--- config.mk ---
export PLATFORM = sky130hd
export DESIGN_NAME = led_ramp_pattern_generator
export DESIGN_NICKNAME = d
export VERILOG_FILES = /design/src/rtl/lrpg_pkg.sv /design/src/rtl/lrpg_ctrl.sv /design/src/rtl/lrpg_datapath.sv /design/src/rtl/led_ramp_pattern_generator.sv
export SDC_FILE = /design/constraint.sdc
export NUM_CORES = 1
export LEC_CHECK = 0
export ABC_AREA = 1
export BUFFER_PORTS_ARGS = -buffer_cell sky130_fd_sc_hd__buf_4
export CAP_MARGIN = 20
export CORE_AREA = 2 2 182 184
export CTS_BUF_LIST = sky130_fd_sc_hd__clkbuf_4
export DETAILED_ROUTE_END_ITERATION = 7
export DIE_AREA = 0 0 184 186
export SLEW_MARGIN = 15
export SYNTH_ARGS = -nofsm -noshare
export SYNTH_HDL_FRONTEND = slang
export SYNTH_SLANG_ARGS = --single-unit
--- constraint.sdc ---
create_clock -name clk -period 13.6 [get_ports clk]
set_input_delay 2.72 -clock clk [delete_from_list [all_inputs] [get_ports clk]]
set_output_delay 2.72 -clock clk [all_outputs]
set_load 0.1 [all_outputs]
--- src/rtl/lrpg_pkg.sv ---
// lrpg_pkg: shared types and constants of the led ramp pattern generator
// used by lrpg_ctrl, lrpg_datapath and led_ramp_pattern_generator
`timescale 1ns / 1ps
`default_nettype none
package lrpg_pkg;

	localparam int DEF_LEVEL_BITS = 8;

	localparam int LEVEL_W = 8;
	localparam int CFG_W   = 8;
	localparam int IDX_W   = 3;
	localparam int LEN_W   = 18;
	localparam int QUO_W   = 18;
	localparam int DELAY_W = 19;
	localparam int COUNT_W = 20;
	localparam int STEP_W  = $clog2(QUO_W);

	localparam int MS_PER_SECOND = 1000;
	localparam int MS_PER_CENTI  = 10;

	typedef enum logic [IDX_W-1:0] {
		REG_START_LEVEL    = 3'd0,
		REG_STOP_LEVEL     = 3'd1,
		REG_TRIANGLE_MODE  = 3'd2,
		REG_SQUARE_DIVISOR = 3'd3,
		REG_LENGTH_SECONDS = 3'd4,
		REG_LENGTH_CENTIS  = 3'd5
	} reg_index_t;

	typedef struct packed {
		logic take;
		logic div_step;
		logic div_finish;
	} cmd_t;

	typedef struct packed {
		logic div_last;
	} status_t;

endpackage
`default_nettype wire

--- src/rtl/lrpg_ctrl.sv ---
// lrpg_ctrl: handshake control and divider sequencing of the pattern generator
// depends on lrpg_pkg
`timescale 1ns / 1ps
`default_nettype none
module lrpg_ctrl (
	input  wire logic             clk,
	input  wire logic             arst_n,
	input  wire logic             item_valid,
	output logic                  item_stall,
	input  wire logic             restart,
	output logic                  result_valid,
	input  wire logic             result_stall,
	output lrpg_pkg::cmd_t        cmd,
	input  wire lrpg_pkg::status_t status
);

	typedef enum logic [1:0] {
		ST_IDLE = 2'b01,
		ST_DIV  = 2'b10
	} state_t;

	state_t state_q;
	logic   out_valid_q;
	logic   accept;
	logic   taken;

	assign item_stall   = (state_q != ST_IDLE) || (out_valid_q && result_stall);
	assign accept       = item_valid && !item_stall;
	assign taken        = out_valid_q && !result_stall;
	assign result_valid = out_valid_q;

	always_comb begin
		cmd.take       = accept;
		cmd.div_step   = (state_q == ST_DIV);
		cmd.div_finish = (state_q == ST_DIV) && status.div_last;
	end

	always_ff @(posedge clk or negedge arst_n) begin
		if (!arst_n) begin
			state_q     <= ST_IDLE;
			out_valid_q <= 1'b0;
		end else begin
			if (accept)
				out_valid_q <= 1'b1;
			else if (taken)
				out_valid_q <= 1'b0;
			case (state_q)
				ST_IDLE: begin
					if (accept && restart)
						state_q <= ST_DIV;
				end
				ST_DIV: begin
					if (status.div_last)
						state_q <= ST_IDLE;
				end
				default: state_q <= ST_IDLE;
			endcase
		end
	end

endmodule
`default_nettype wire

--- src/rtl/lrpg_datapath.sv ---
// lrpg_datapath: config registers, level state, step timer, shift-subtract divider
// and result registers; driven by lrpg_ctrl commands, depends on lrpg_pkg
`timescale 1ns / 1ps
`default_nettype none
module lrpg_datapath #(
	parameter int LEVEL_BITS = lrpg_pkg::DEF_LEVEL_BITS
) (
	input  wire logic                          clk,
	input  wire logic                          arst_n,
	input  wire logic                          wr_en,
	input  wire logic [lrpg_pkg::IDX_W-1:0]    wr_index,
	input  wire logic [lrpg_pkg::CFG_W-1:0]    wr_data,
	input  wire logic                          tick,
	input  wire logic                          restart,
	input  wire lrpg_pkg::cmd_t                cmd,
	output lrpg_pkg::status_t                  status,
	output logic [lrpg_pkg::LEVEL_W-1:0]       level,
	output logic                               step_event,
	output logic                               fault
);

	localparam int DIV_W = (LEVEL_BITS + 1 > 8) ? LEVEL_BITS + 1 : 8;

	// config registers
	logic [7:0] start_level_q, stop_level_q, square_divisor_q;
	logic [7:0] length_seconds_q, length_centis_q;
	logic       triangle_mode_q;

	// pattern state
	logic [LEVEL_BITS-1:0]       current_level_q, shown_level_q;
	logic                        going_down_q;
	logic [lrpg_pkg::DELAY_W-1:0] step_delay_q;
	logic [lrpg_pkg::COUNT_W-1:0] tick_countdown_q;
	logic                        span_fault_q;

	// divider
	logic [lrpg_pkg::QUO_W-1:0]  dvd_q;
	logic [DIV_W-1:0]            rem_q, dvs_q;
	logic                        dvs_zero_q;
	logic [lrpg_pkg::STEP_W-1:0] step_q;

	// result
	logic [lrpg_pkg::LEVEL_W-1:0] level_q;
	logic                         event_q, fault_q;

	logic [LEVEL_BITS-1:0] s, e, span, v_step, v_adv;
	logic                  down_init, gd_adv;
	logic [DIV_W-1:0]      divisor;
	logic [lrpg_pkg::LEN_W-1:0] len;
	logic [DIV_W:0]        trial;
	logic                  ge;
	logic [DIV_W-1:0]      rem_next;
	logic [lrpg_pkg::QUO_W-1:0] quo_next;
	logic [lrpg_pkg::DELAY_W-1:0] delay_next;
	logic                  zero_span;
	logic                  fires;

	assign s         = LEVEL_BITS'(start_level_q);
	assign e         = LEVEL_BITS'(stop_level_q);
	assign down_init = (s > e);
	assign span      = down_init ? (s - e) : (e - s);
	assign zero_span = (square_divisor_q == 8'd0) && (span == '0);

	always_comb begin
		if (square_divisor_q != 8'd0)
			divisor = DIV_W'(square_divisor_q);
		else if (triangle_mode_q)
			divisor = DIV_W'({span, 1'b0});
		else
			divisor = DIV_W'(span);
	end

	assign len = lrpg_pkg::LEN_W'(length_seconds_q) * lrpg_pkg::LEN_W'(lrpg_pkg::MS_PER_SECOND)
		+ lrpg_pkg::LEN_W'(length_centis_q) * lrpg_pkg::LEN_W'(lrpg_pkg::MS_PER_CENTI);

	// one quotient bit per cycle
	assign trial      = {rem_q, dvd_q[lrpg_pkg::QUO_W-1]};
	assign ge         = trial >= {1'b0, dvs_q};
	assign rem_next   = ge ? DIV_W'(trial - {1'b0, dvs_q}) : DIV_W'(trial);
	assign quo_next   = {dvd_q[lrpg_pkg::QUO_W-2:0], ge};
	assign delay_next = dvs_zero_q ? '0 : lrpg_pkg::DELAY_W'(quo_next);
	assign status.div_last = (step_q == lrpg_pkg::STEP_W'(lrpg_pkg::QUO_W - 1));

	// level advance at a step
	always_comb begin
		gd_adv = going_down_q;
		v_step = going_down_q ? (current_level_q - 1'b1) : (current_level_q + 1'b1);
		v_adv  = v_step;
		if (square_divisor_q != 8'd0) begin
			v_adv = (current_level_q == s) ? e : s;
		end else begin
			if (v_step == e) begin
				if (!triangle_mode_q)
					v_adv = s;
				else
					gd_adv = !going_down_q;
			end
			if (v_adv == s)
				gd_adv = down_init;
		end
	end

	assign fires = tick && !span_fault_q && (tick_countdown_q <= lrpg_pkg::COUNT_W'(1));

	always_ff @(posedge clk or negedge arst_n) begin
		if (!arst_n) begin
			start_level_q    <= 8'd0;
			stop_level_q     <= 8'd255;
			triangle_mode_q  <= 1'b0;
			square_divisor_q <= 8'd0;
			length_seconds_q <= 8'd1;
			length_centis_q  <= 8'd0;
		end else if (wr_en) begin
			case (wr_index)
				lrpg_pkg::REG_START_LEVEL:    start_level_q    <= wr_data;
				lrpg_pkg::REG_STOP_LEVEL:     stop_level_q     <= wr_data;
				lrpg_pkg::REG_TRIANGLE_MODE:  triangle_mode_q  <= wr_data[0];
				lrpg_pkg::REG_SQUARE_DIVISOR: square_divisor_q <= wr_data;
				lrpg_pkg::REG_LENGTH_SECONDS: length_seconds_q <= wr_data;
				lrpg_pkg::REG_LENGTH_CENTIS:  length_centis_q  <= wr_data;
				default: ;
			endcase
		end
	end

	always_ff @(posedge clk or negedge arst_n) begin
		if (!arst_n) begin
			current_level_q  <= '0;
			shown_level_q    <= '0;
			going_down_q     <= 1'b0;
			step_delay_q     <= '0;
			tick_countdown_q <= '0;
			span_fault_q     <= 1'b0;
			step_q           <= '0;
		end else begin
			if (cmd.take) begin
				if (restart) begin
					current_level_q <= s;
					shown_level_q   <= s;
					going_down_q    <= down_init;
					span_fault_q    <= zero_span;
					step_q          <= '0;
				end else if (tick && !span_fault_q) begin
					if (fires) begin
						shown_level_q    <= current_level_q;
						current_level_q  <= v_adv;
						going_down_q     <= gd_adv;
						tick_countdown_q <= {step_delay_q, 1'b1};
					end else begin
						tick_countdown_q <= tick_countdown_q - 1'b1;
					end
				end
			end
			if (cmd.div_step)
				step_q <= step_q + 1'b1;
			if (cmd.div_finish) begin
				step_delay_q     <= delay_next;
				tick_countdown_q <= {delay_next, 1'b1};
			end
		end
	end

	// divider operands are latched at the restart transfer
	always_ff @(posedge clk) begin
		if (cmd.take && restart) begin
			dvd_q      <= len;
			dvs_q      <= divisor;
			dvs_zero_q <= (divisor == '0);
			rem_q      <= '0;
		end else if (cmd.div_step) begin
			dvd_q <= quo_next;
			rem_q <= rem_next;
		end
	end

	always_ff @(posedge clk) begin
		if (cmd.take) begin
			if (restart) begin
				level_q <= lrpg_pkg::LEVEL_W'(s);
				event_q <= 1'b0;
				fault_q <= zero_span;
			end else begin
				level_q <= fires ? lrpg_pkg::LEVEL_W'(current_level_q)
					: lrpg_pkg::LEVEL_W'(shown_level_q);
				event_q <= fires;
				fault_q <= span_fault_q;
			end
		end
	end

	assign level      = level_q;
	assign step_event = event_q;
	assign fault      = fault_q;

endmodule
`default_nettype wire

--- src/rtl/led_ramp_pattern_generator.sv ---
// led_ramp_pattern_generator: one LED brightness ramp / square pattern channel
// instantiates lrpg_ctrl and lrpg_datapath, depends on lrpg_pkg
//
// Input channel (item_valid/item_stall) carries tick and restart; every
// transfer yields exactly one result (level, step_event, fault) on the
// result channel (result_valid/result_stall) in the next cycle, from an
// output register. Tick and idle items can follow every cycle while the
// result side keeps up. A restart item's result is shown at once, then the
// step delay is computed by a shift-subtract divider, one quotient bit per
// cycle over the 18-bit pattern length, and item_stall stays high until
// it is done.
// When the receiver stalls with a result waiting, item_stall is raised and
// the result is held unchanged until it is transferred.
// Registers are written through wr_en/wr_index/wr_data at any edge; write
// them only while no item is in flight.
// Reset clears the pattern state (level 0, step delay 0) and loads the
// register defaults; no result is pending after reset.
`timescale 1ns / 1ps
`default_nettype none
module led_ramp_pattern_generator #(
	parameter int LEVEL_BITS = lrpg_pkg::DEF_LEVEL_BITS
) (
	input  wire logic                       clk,
	input  wire logic                       arst_n,
	input  wire logic                       wr_en,
	input  wire logic [lrpg_pkg::IDX_W-1:0] wr_index,
	input  wire logic [lrpg_pkg::CFG_W-1:0] wr_data,
	input  wire logic                       item_valid,
	output logic                            item_stall,
	input  wire logic                       tick,
	input  wire logic                       restart,
	output logic                            result_valid,
	input  wire logic                       result_stall,
	output logic [lrpg_pkg::LEVEL_W-1:0]    level,
	output logic                            step_event,
	output logic                            fault
);

	lrpg_pkg::cmd_t    cmd;
	lrpg_pkg::status_t status;

	lrpg_ctrl u_ctrl (
		.clk          (clk),
		.arst_n       (arst_n),
		.item_valid   (item_valid),
		.item_stall   (item_stall),
		.restart      (restart),
		.result_valid (result_valid),
		.result_stall (result_stall),
		.cmd          (cmd),
		.status       (status)
	);

	lrpg_datapath #(
		.LEVEL_BITS (LEVEL_BITS)
	) u_datapath (
		.clk        (clk),
		.arst_n     (arst_n),
		.wr_en      (wr_en),
		.wr_index   (wr_index),
		.wr_data    (wr_data),
		.tick       (tick),
		.restart    (restart),
		.cmd        (cmd),
		.status     (status),
		.level      (level),
		.step_event (step_event),
		.fault      (fault)
	);

endmodule
`default_nettype wire

# ---- After elaboration in Yosys (flattened, before gate mapping)
# Cells that the tools add are included.
dict set report totals {
  ff_bits 153
  out_inout_bits 12
  wordCells 132
  inputBits 18
}
dict set report op_classes {
  n_reduce_logical 40
  n_mul 2
  n_lt_le_gt_ge 3
  eq_ne 16
  muxes 41
  add_sub_neg 8
}
# op count
set ops {}
lappend ops {{two-way mux 8 bit} 14}
lappend ops {{two-way mux 20 bit} 5}
lappend ops {{two-way mux 18 bit} 3}
lappend ops {{two-way mux 9 bit} 3}
lappend ops {{equality test 8 bit} 3}
lappend ops {{less-or-equal comparator 20 x 1 -> 1 bit (second input constant)} 1}
lappend ops {{subtractor 20 x 1 -> 20 bit (second input constant)} 1}
lappend ops {{adder 18 x 12 -> 18 bit} 1}
lappend ops {{AND reduction 2 bit} 9}
lappend ops {{zero test 8 bit} 2}
lappend ops {{nonzero test 2 bit} 8}
lappend ops {{subtractor 8 bit} 2}
lappend ops {{multiplier 8 x 7 -> 15 bit (second input constant)} 1}
lappend ops {{two-way mux 5 bit} 3}
lappend ops {{multiplier 8 x 3 -> 11 bit (second input constant)} 1}
lappend ops {{greater-or-equal comparator 10 x 9 -> 1 bit} 1}
lappend ops {{two-way mux 1 bit} 10}
lappend ops {{zero test 9 bit} 1}
lappend ops {{subtractor 9 bit} 1}
lappend ops {{adder 8 x 1 -> 8 bit (second input constant)} 1}
lappend ops {{greater-than comparator 8 bit} 1}
lappend ops {{logical AND 1 bit} 8}
lappend ops {{inequality test 2 x 1 -> 1 bit (second input constant)} 4}
lappend ops {{nonzero test 8 bit} 1}
lappend ops {{other kinds (17)} 25}

# ---- Depth between registers and ports, before layout
# Gate-level depths: netlist (run 1).
dict set report logic_depth {
  depth_word 11
  depth_mapped 25
  ltp_nobuf 25
}

# ---- By module
# From an unflattened synthesis (run 1), not the netlist that was laid out.
dict set report unflattened {
  hier_cells 1398
  area_unflattened_um2 11243.3
}
# mod cells_per_inst area_per_inst_um2 seq_area_each_um2 n_inst
set by_module_without_submodules {}
lappend by_module_without_submodules {lrpg_datapath 1379 11094.4 3885.0 1}
lappend by_module_without_submodules {lrpg_ctrl 19 148.9 76.3 1}

# ---- Least setup slack after synthesis (run 1)
# No wires, ideal clock.
dict set report synth_path {
  path_type {in2out}
  from {input port result_stall}
  to {output port item_stall}
  t_required_ps 10880
  t_arrival_ps 3480
  path_stages 4
  n_path_buf 0
  setup_slack_ps 7400
  path_cell_list {nand2_1 -> inv_1 -> nor3_1 -> inv_1}
}
dict set report synth_via {
  elab_chain_cells 2
}
# element line
set synth_rtl {}
lappend synth_rtl {{start, declared} led_ramp_pattern_generator.sv:33} ;# input wire logic result_stall,
lappend synth_rtl {{logical AND 1 bit} lrpg_ctrl.sv:27} ;# assign item_stall = (state_q != ST_IDLE) || (out_valid_q && result_stall);
lappend synth_rtl {{logical OR 1 bit} lrpg_ctrl.sv:27}
lappend synth_rtl {{end, declared} led_ramp_pattern_generator.sv:29} ;# output logic item_stall,
# Every way passes these cells.

# ---- Final worst setup path (run 1)
# Ends and elaborated chain as after synthesis.

==> impl_metrics.env, run 1 <==
export IMPL_max_slew_margin_pct=39.4
export IMPL_synth_cells=1407
export IMPL_synthFlopType="dfrtp_1"
export IMPL_drv_slew=0
export IMPL_clkSlewWorstSetupHoldPaths_ps=170
export IMPL_p_leak_nw=5.78
export IMPL_hold_buffers=0
export IMPL_yosysSeqAreaShare_pct=35.6
export IMPL_cts_tree="yes"
export IMPL_clock_tree_root_cell="clkbuf_4"
export IMPL_drive_above_1_share_pct=8.87
export IMPL_cts_made_buffers=17
export IMPL_num_io_pins=30
export IMPL_ir_drop_uv=144
export IMPL_pre_cts_slack_ps=7420
export IMPL_finish_net_count=1557
export IMPL_synth_top_cell_area_share_pct=21.3
export IMPL_rsz0062_at_grt="no"
export IMPL_syn_num_nets=1545
export IMPL_seq_area_um2=3960
export IMPL_die_y_um=186
export IMPL_cp_end_kind="primary output"
export IMPL_yosysUniqueCellTypes=53
export IMPL_p_per_area_nw_per_um2=233
export IMPL_wl_per_cell_um=13.9
export IMPL_async_reset_ff_share_pct=69.1
export IMPL_dp_cells=1808
export IMPL_post_drt_via_cell_ratio=4.91
export IMPL_status="complete, no violations"
export IMPL_finalSetupTns_ps=0
export IMPL_rows=66
export IMPL_cts_htree_levels=4
export IMPL_drtIter0Drc=718
export IMPL_period_share_pct=45.4
export IMPL_fin_crit_ps=6180
export IMPL_track_usage_pct=15.7
export IMPL_routed_wirelength_um=25600
export IMPL_drt_pre_antenna_iters=5
export IMPL_via_count=9038
export IMPL_syn2layout_area_growth_pct=7.91
export IMPL_drcViolationCount=0
export IMPL_gr_total_overflow=0
export IMPL_worstSetupPathType="in2out"
export IMPL_setup_viol=0
export IMPL_worst_pin_slew_ps=907
export IMPL_syn_area_um2=11100
export IMPL_avgSynthCellArea_um2=7.92
export IMPL_setup_slack_ps=7420
export IMPL_min_path_type="reg2reg"
export IMPL_grt_pass1_wl_um=43600
export IMPL_grt_pass1_vias=8696
export IMPL_yosys_area_top_type="dfrtp_1"
export IMPL_dpl_hpwl_um=20000
export IMPL_fmax_mhz=162
export IMPL_multi_input_area_um2=6240
export IMPL_finalHoldViolCount=0
export IMPL_fin_skew_ps=31.3
export IMPL_dieWidth_um=184
export IMPL_start_kind="input port"
export IMPL_cts_resized=0
export IMPL_worstPathRequired_ps=10880
export IMPL_crit_fanout=2
export IMPL_gp_congestion=0.902
export IMPL_initial_core_util_pct=34.6
export IMPL_postLayoutCoreUtil_pct=37.3
export IMPL_maxCapViolations=0
export IMPL_clk_path_buf_depth=2
export IMPL_io_buffers=29
export IMPL_cts_sinks=152
export IMPL_clock_latency_ps=580
export IMPL_fin_cells=1841
export IMPL_synth_area_top_cells="dfrtp_1 (21%), nand2_1 (10%), ha_1 (10%), edfxtp_1 (10%), inv_1 (6.5%)"
export IMPL_post_cts_buffers=0
export IMPL_fillers=3362
export IMPL_core_area_um2=32200
export IMPL_ant_nets=0
export IMPL_arrival_ps=3460
export IMPL_die_area_um2=34200
export IMPL_ys_ff_latch=152
export IMPL_synth_edf_count=38
export IMPL_antenna_found_initial=1
export IMPL_grt_max_degree=62
export IMPL_ys_warnings_count=0
-- placed cells by master, fill, tap and decap left out, types with 10 or more instances in the layout --
master	Yosys	layout
a21oi_1	69	69
nand2_2	17	17
o21ai_0	131	131
xor2_1	40	40
clkbuf_4	0	17
inv_1	194	194
dfrtp_1	95	95
o22ai_1	12	12
fa_1	27	27
nand3_2	13	13
nor2_1	100	99
a31oi_1	21	21
dfstp_2	10	10
ha_1	93	93
edfxtp_1	38	38
nand2_1	311	311
buf_4	2	35
xnor2_1	22	22
nor3_1	12	12
o211ai_1	22	22
nand3_1	72	72
-- registers in the layout, indices dropped and copies added (netlist names), 2 cells and up --
register and cells:
u_datapath.e 8, u_ctrl.state_q 2, u_datapath.length_centis_q 8, u_datapath.length_seconds_q 8, u_datapath.dvd_q 18, u_datapath.shown_level_q 8
u_datapath.rem_q 9, u_datapath.s 8, u_datapath.tick_countdown_q 20, u_datapath.current_level_q 8, u_datapath.step_q 5, u_datapath.dvs_q 9
u_datapath.square_divisor_q 8, u_datapath.step_delay_q 18, u_datapath.level 8
-- cell type report --
class,count,share of cell area [%]
well taps,408,4.25
clock buffers,17,1.06
diodes,1,0.0208
flip-flops and latches,152,32.9
repair buffers,35,2.19
clock inverters,15,1.45
inverters,198,6.18
multi-input cells,1015,51.9
-- cell families after synthesis --
| family | after synthesis | share of synthesized area (%) |
|---|---|---|
| xor+xnor | 62 | 4.87 |
| fa+ha+maj | 120 | 15.3 |
| simple gates | 555 | 21.8 |
| compound gates | 278 | 14.0 |
| flops | 152 | 35.6 |
| buf+inv | 240 | 8.46 |
-- worst max-delay path, stage by stage --
cell	delay (ps)
buf_4	110
nand2_1	70
inv_1	40
nor3_1	220
inv_1	70
buf_4	230
-- final timing paths --
| check | to | startpoint | cells after the start | slack, ps |
|---|---|---|---|---|
| worst max-delay path | item_stall | result_stall | 6 | 7420 |
| worst min-delay path | u_datapath.step_delay_q[5]$_DFFE_PN0P_ | u_datapath.step_delay_q[5]$_DFFE_PN0P_ | 2 | 490 |
| worst max register to register | u_datapath.dvd_q[17]$_DFFE_PP_ | u_datapath.length_seconds_q[1]$_DFFE_PN0P_ | 22 | 8170 |
| worst min register to register | u_datapath.step_delay_q[5]$_DFFE_PN0P_ | u_datapath.step_delay_q[5]$_DFFE_PN0P_ | 2 | 490 |
| max in group asynchronous | u_datapath.length_seconds_q[0]$_DFFE_PN1P_ | arst_n | 2 | 10280 |
| min in group asynchronous | u_datapath.tick_countdown_q[0]$_DFFE_PN0P_ | arst_n | 1 | 2180 |
-- per-stage QoR --
step	hold WS, ps	power (mW)	area [um2]
2_1_floorplan	439	2.16	11100
3_3_place_gp	454	2.48	11700
3_5_place_dp	460	2.51	11700
4_1_cts	499	2.83	12000
5_1_grt	515	3.14	12000
6_report	492	2.80	12000
-- cell usage after synthesis (3+ instances only) --
library cell  count
a21oi_1          69
a31oi_1          21
buf_2             9
clkbuf_1         29
dfrtp_1          95
dfstp_2          10
dfxtp_1           9
edfxtp_1         38
fa_1             27
ha_1             93
inv_1           194
nand2_1         311
nand2_2          17
nand3_1          72
nand3_2          13
nand4_1           9
nor2_1          100
nor2_2            4
nor3_1           12
nor4_1            4
o211ai_1         22
o21ai_0         131
o21ai_1           3
o221ai_1          7
o22ai_1          12
xnor2_1          22
xor2_1           40
-- power by group --
group | leakage [nW] | internal (mW) | switching (mW)
combinational | 3.90 | 0.707 | 1.10
clock | 0.162 | 0.103 | 0.198
sequential | 1.73 | 0.577 | 0.114
-- metal layers --
metal	vias up	global-route usage (%)	part of all wire, %
li1	4676	-	-
met4	0	3.62	0.81
met3	16	1.96	3.8
met1	4188	23.2	52
met5	-	0	0
met2	158	24.5	43
No activity file was read; power rests on OpenSTA's default activity.
==> run 2: changes to the inputs <==
- clock period: 13.6 -> 5.6 ns (I/O delays scaled with it)
==> run 2 against run 1 <==
Via count fell by 0.20%; combinational power is 140% higher; sequential power up 140%; cell count grew 0.16%; largest power group unchanged.
==> impl_metrics.env, run 2 (synthesized netlist as in run 1, its figures left out) <==
export IMPL_drcViolationCount=0
export IMPL_met2_usage_pct=25.4
export IMPL_finish_net_count=1560
export IMPL_period_share_pct=92.9
export IMPL_dieWidth_um=184
export IMPL_cts_sinks=152
export IMPL_max_slew_margin_pct=36.1
export IMPL_initial_core_util_pct=34.6
export IMPL_finalHoldViolCount=0
export IMPL_top_regs="u_datapath.tick_countdown_q x20, u_datapath.dvd_q x18, u_datapath.step_delay_q x18"
export IMPL_worstSetupPathType="reg2reg"
export IMPL_cts_htree_levels=4
export IMPL_grt_pass1_wl_um=43700
export IMPL_post_drt_via_cell_ratio=4.89
export IMPL_clock_latency_ps=580
export IMPL_cts_tree="yes"
export IMPL_num_io_pins=30
export IMPL_seq_area_um2=3960
export IMPL_fin_crit_ps=5200
export IMPL_fin_skew_ps=41.3
export IMPL_ir_drop_uv=414
export IMPL_fin_hold_ws_ps=491
export IMPL_p_leak_nw=5.81
export IMPL_clock_tree_root_cell="clkbuf_4"
export IMPL_cp_end_kind="register"
export IMPL_grt_busiest_layer="met2"
export IMPL_worst_pin_slew_ps=956
export IMPL_layout_common_cells="nand2_1 (311), inv_1 (194), o21ai_0 (129)"
export IMPL_maxCapViolations=0
export IMPL_clkSlewWorstSetupHoldPaths_ps=150
export IMPL_grt_pass1_vias=8765
export IMPL_gp_congestion=0.874
export IMPL_grt_max_degree=61
export IMPL_rsz0062_at_grt="no"
export IMPL_die_area_um2=34200
export IMPL_arrival_ps=5530
export IMPL_status="complete, no violations"
export IMPL_worstPathRequired_ps=5930
export IMPL_multi_input_area_um2=6240
export IMPL_p_per_area_nw_per_um2=565
export IMPL_drv_slew=0
export IMPL_min_path_type="reg2reg"
export IMPL_final_common_cell="nand2_1"
export IMPL_slowest_delay_ps=610
export IMPL_drtIter0Drc=687
export IMPL_routed_wirelength_um=25700
export IMPL_via_count=9020
export IMPL_gr_total_overflow=0
export IMPL_fmax_mhz=192
export IMPL_setup_viol=0
export IMPL_track_usage_pct=15.8
export IMPL_path_cells="fa_1 -> xor2_1 -> ha_1 -> fa_1 -> inv_1 -> fa_1 -> inv_1 -> ha_1 -> a21oi_1 -> o21ai_2 -> xor2_1 -> ha_1 -> nand2_1 -> o21ai_1 -> a21oi_1 -> or2_2 -> nor2_1 -> nand2_1 -> nor2_1 -> nand2_1 -> nand3_1 -> nand2_1"
export IMPL_crit_fanout=5
export IMPL_clk_path_buf_depth=2
export IMPL_finalSetupTns_ps=0
export IMPL_syn2layout_area_growth_pct=8.20
export IMPL_wl_per_cell_um=14.0
export IMPL_io_buffers=29
export IMPL_antenna_found_initial=1
export IMPL_pre_cts_slack_ps=226
export IMPL_postLayoutCoreUtil_pct=37.4
export IMPL_cp_slowest_cell="dfstp_2"
export IMPL_setup_slack_ps=399
export IMPL_cts_made_buffers=17
export IMPL_crit_top_cell="nand2_1"
export IMPL_start_kind="register"
export IMPL_largest_register="u_datapath.tick_countdown_q"
export IMPL_drive_above_1_share_pct=9.13
export IMPL_hold_buffers=0
export IMPL_drt_pre_antenna_iters=7
export IMPL_grtUsageMet1_pct=22.4
export IMPL_largest_register_ffs=20
export IMPL_fillers=3382
export IMPL_dpl_hpwl_um=19700
export IMPL_gr_usage_met3_pct=2.29
export IMPL_ant_nets=0
export IMPL_core_area_um2=32200
export IMPL_die_y_um=186
export IMPL_rows=66
==> run 2: cell types whose count changed in the layout (fill, tap and decap cells not counted), sizes merged <==
| cell | previous run | this run |
|---|---|---|
| buf | 35 | 38 |
| bufinv | 1 | 2 |
| clkinv | 4 | 6 |
| clkinvlp | 1 | 0 |
| inv | 207 | 205 |
==> run 2: metal layers <==
| metal | vias up | part of all wire (%) |
|---|---|---|
| met5 | - | 0 |
| met4 | 0 | 0.72 |
| met3 | 12 | 4.2 |
| met2 | 168 | 44 |
| met1 | 4167 | 51 |
| li1 | 4673 | - |
==> run 2: power by group <==
group / switching, mW / internal, mW
Combinational: 2.66 / 1.73
Sequential: 0.262 / 1.40
Clock: 0.468 / 0.286
Total: 3.39 / 3.42
==> run 2: path summary, 6_finish.rpt <==
check / startpoint / to / slack, ps / depth (start not counted)
max in group asynchronous: arst_n / u_datapath.s[6]$_DFFE_PN0P_ / 3840 / 2
worst max-delay path: u_datapath.length_seconds_q[0]$_DFFE_PN1P_ / u_datapath.dvd_q[17]$_DFFE_PP_ / 400 / 22
min in group asynchronous: arst_n / u_datapath.tick_countdown_q[17]$_DFFE_PN0P_ / 590 / 1
worst min-delay path: u_datapath.step_delay_q[12]$_DFFE_PN0P_ / u_datapath.step_delay_q[12]$_DFFE_PN0P_ / 490 / 2
worst max register to register: u_datapath.length_seconds_q[0]$_DFFE_PN1P_ / u_datapath.dvd_q[17]$_DFFE_PP_ / 400 / 22
worst min register to register: u_datapath.step_delay_q[12]$_DFFE_PN0P_ / u_datapath.step_delay_q[12]$_DFFE_PN0P_ / 490 / 2
==> run 2: metrics by stage <==
step	cells	power [mW]	cell area (um2)
after global routing	1844	7.63	12100
after floorplan	1407	5.25	11100
final	1844	6.81	12100
after detailed placement	1809	6.04	11700
after CTS	1841	6.84	12000
after global placement	1809	5.96	11700
==> run 2: repair_timing <==
action	in CTS	in global routing
setup buffers	0	2
setup endpoints to repair	0	2
resized for setup	0	3
==> run 2: area by class of cell <==
class                           count  share of cell area [%]
Multi-Input combinational cell   1015                    51.8
Timing Repair Buffer               38                    2.37
Tap cell                          408                    4.23
Antenna cell                        1                  0.0208
Clock buffer                       17                    1.06
Inverter                          198                    6.17
Sequential cell                   152                    32.9
Clock inverter                     15                    1.49
==> run 2: worst max-delay path: cells and delay by family (launching register included) <==
kind	cells	cell delay (ps)
adders and majority gates	6	2460
and+or+nand+nor	8	860
DFF	1	610
AOI/OAI and AO/OA	4	610
xor gates and xnor gates	2	340
buffers and inverters	2	90
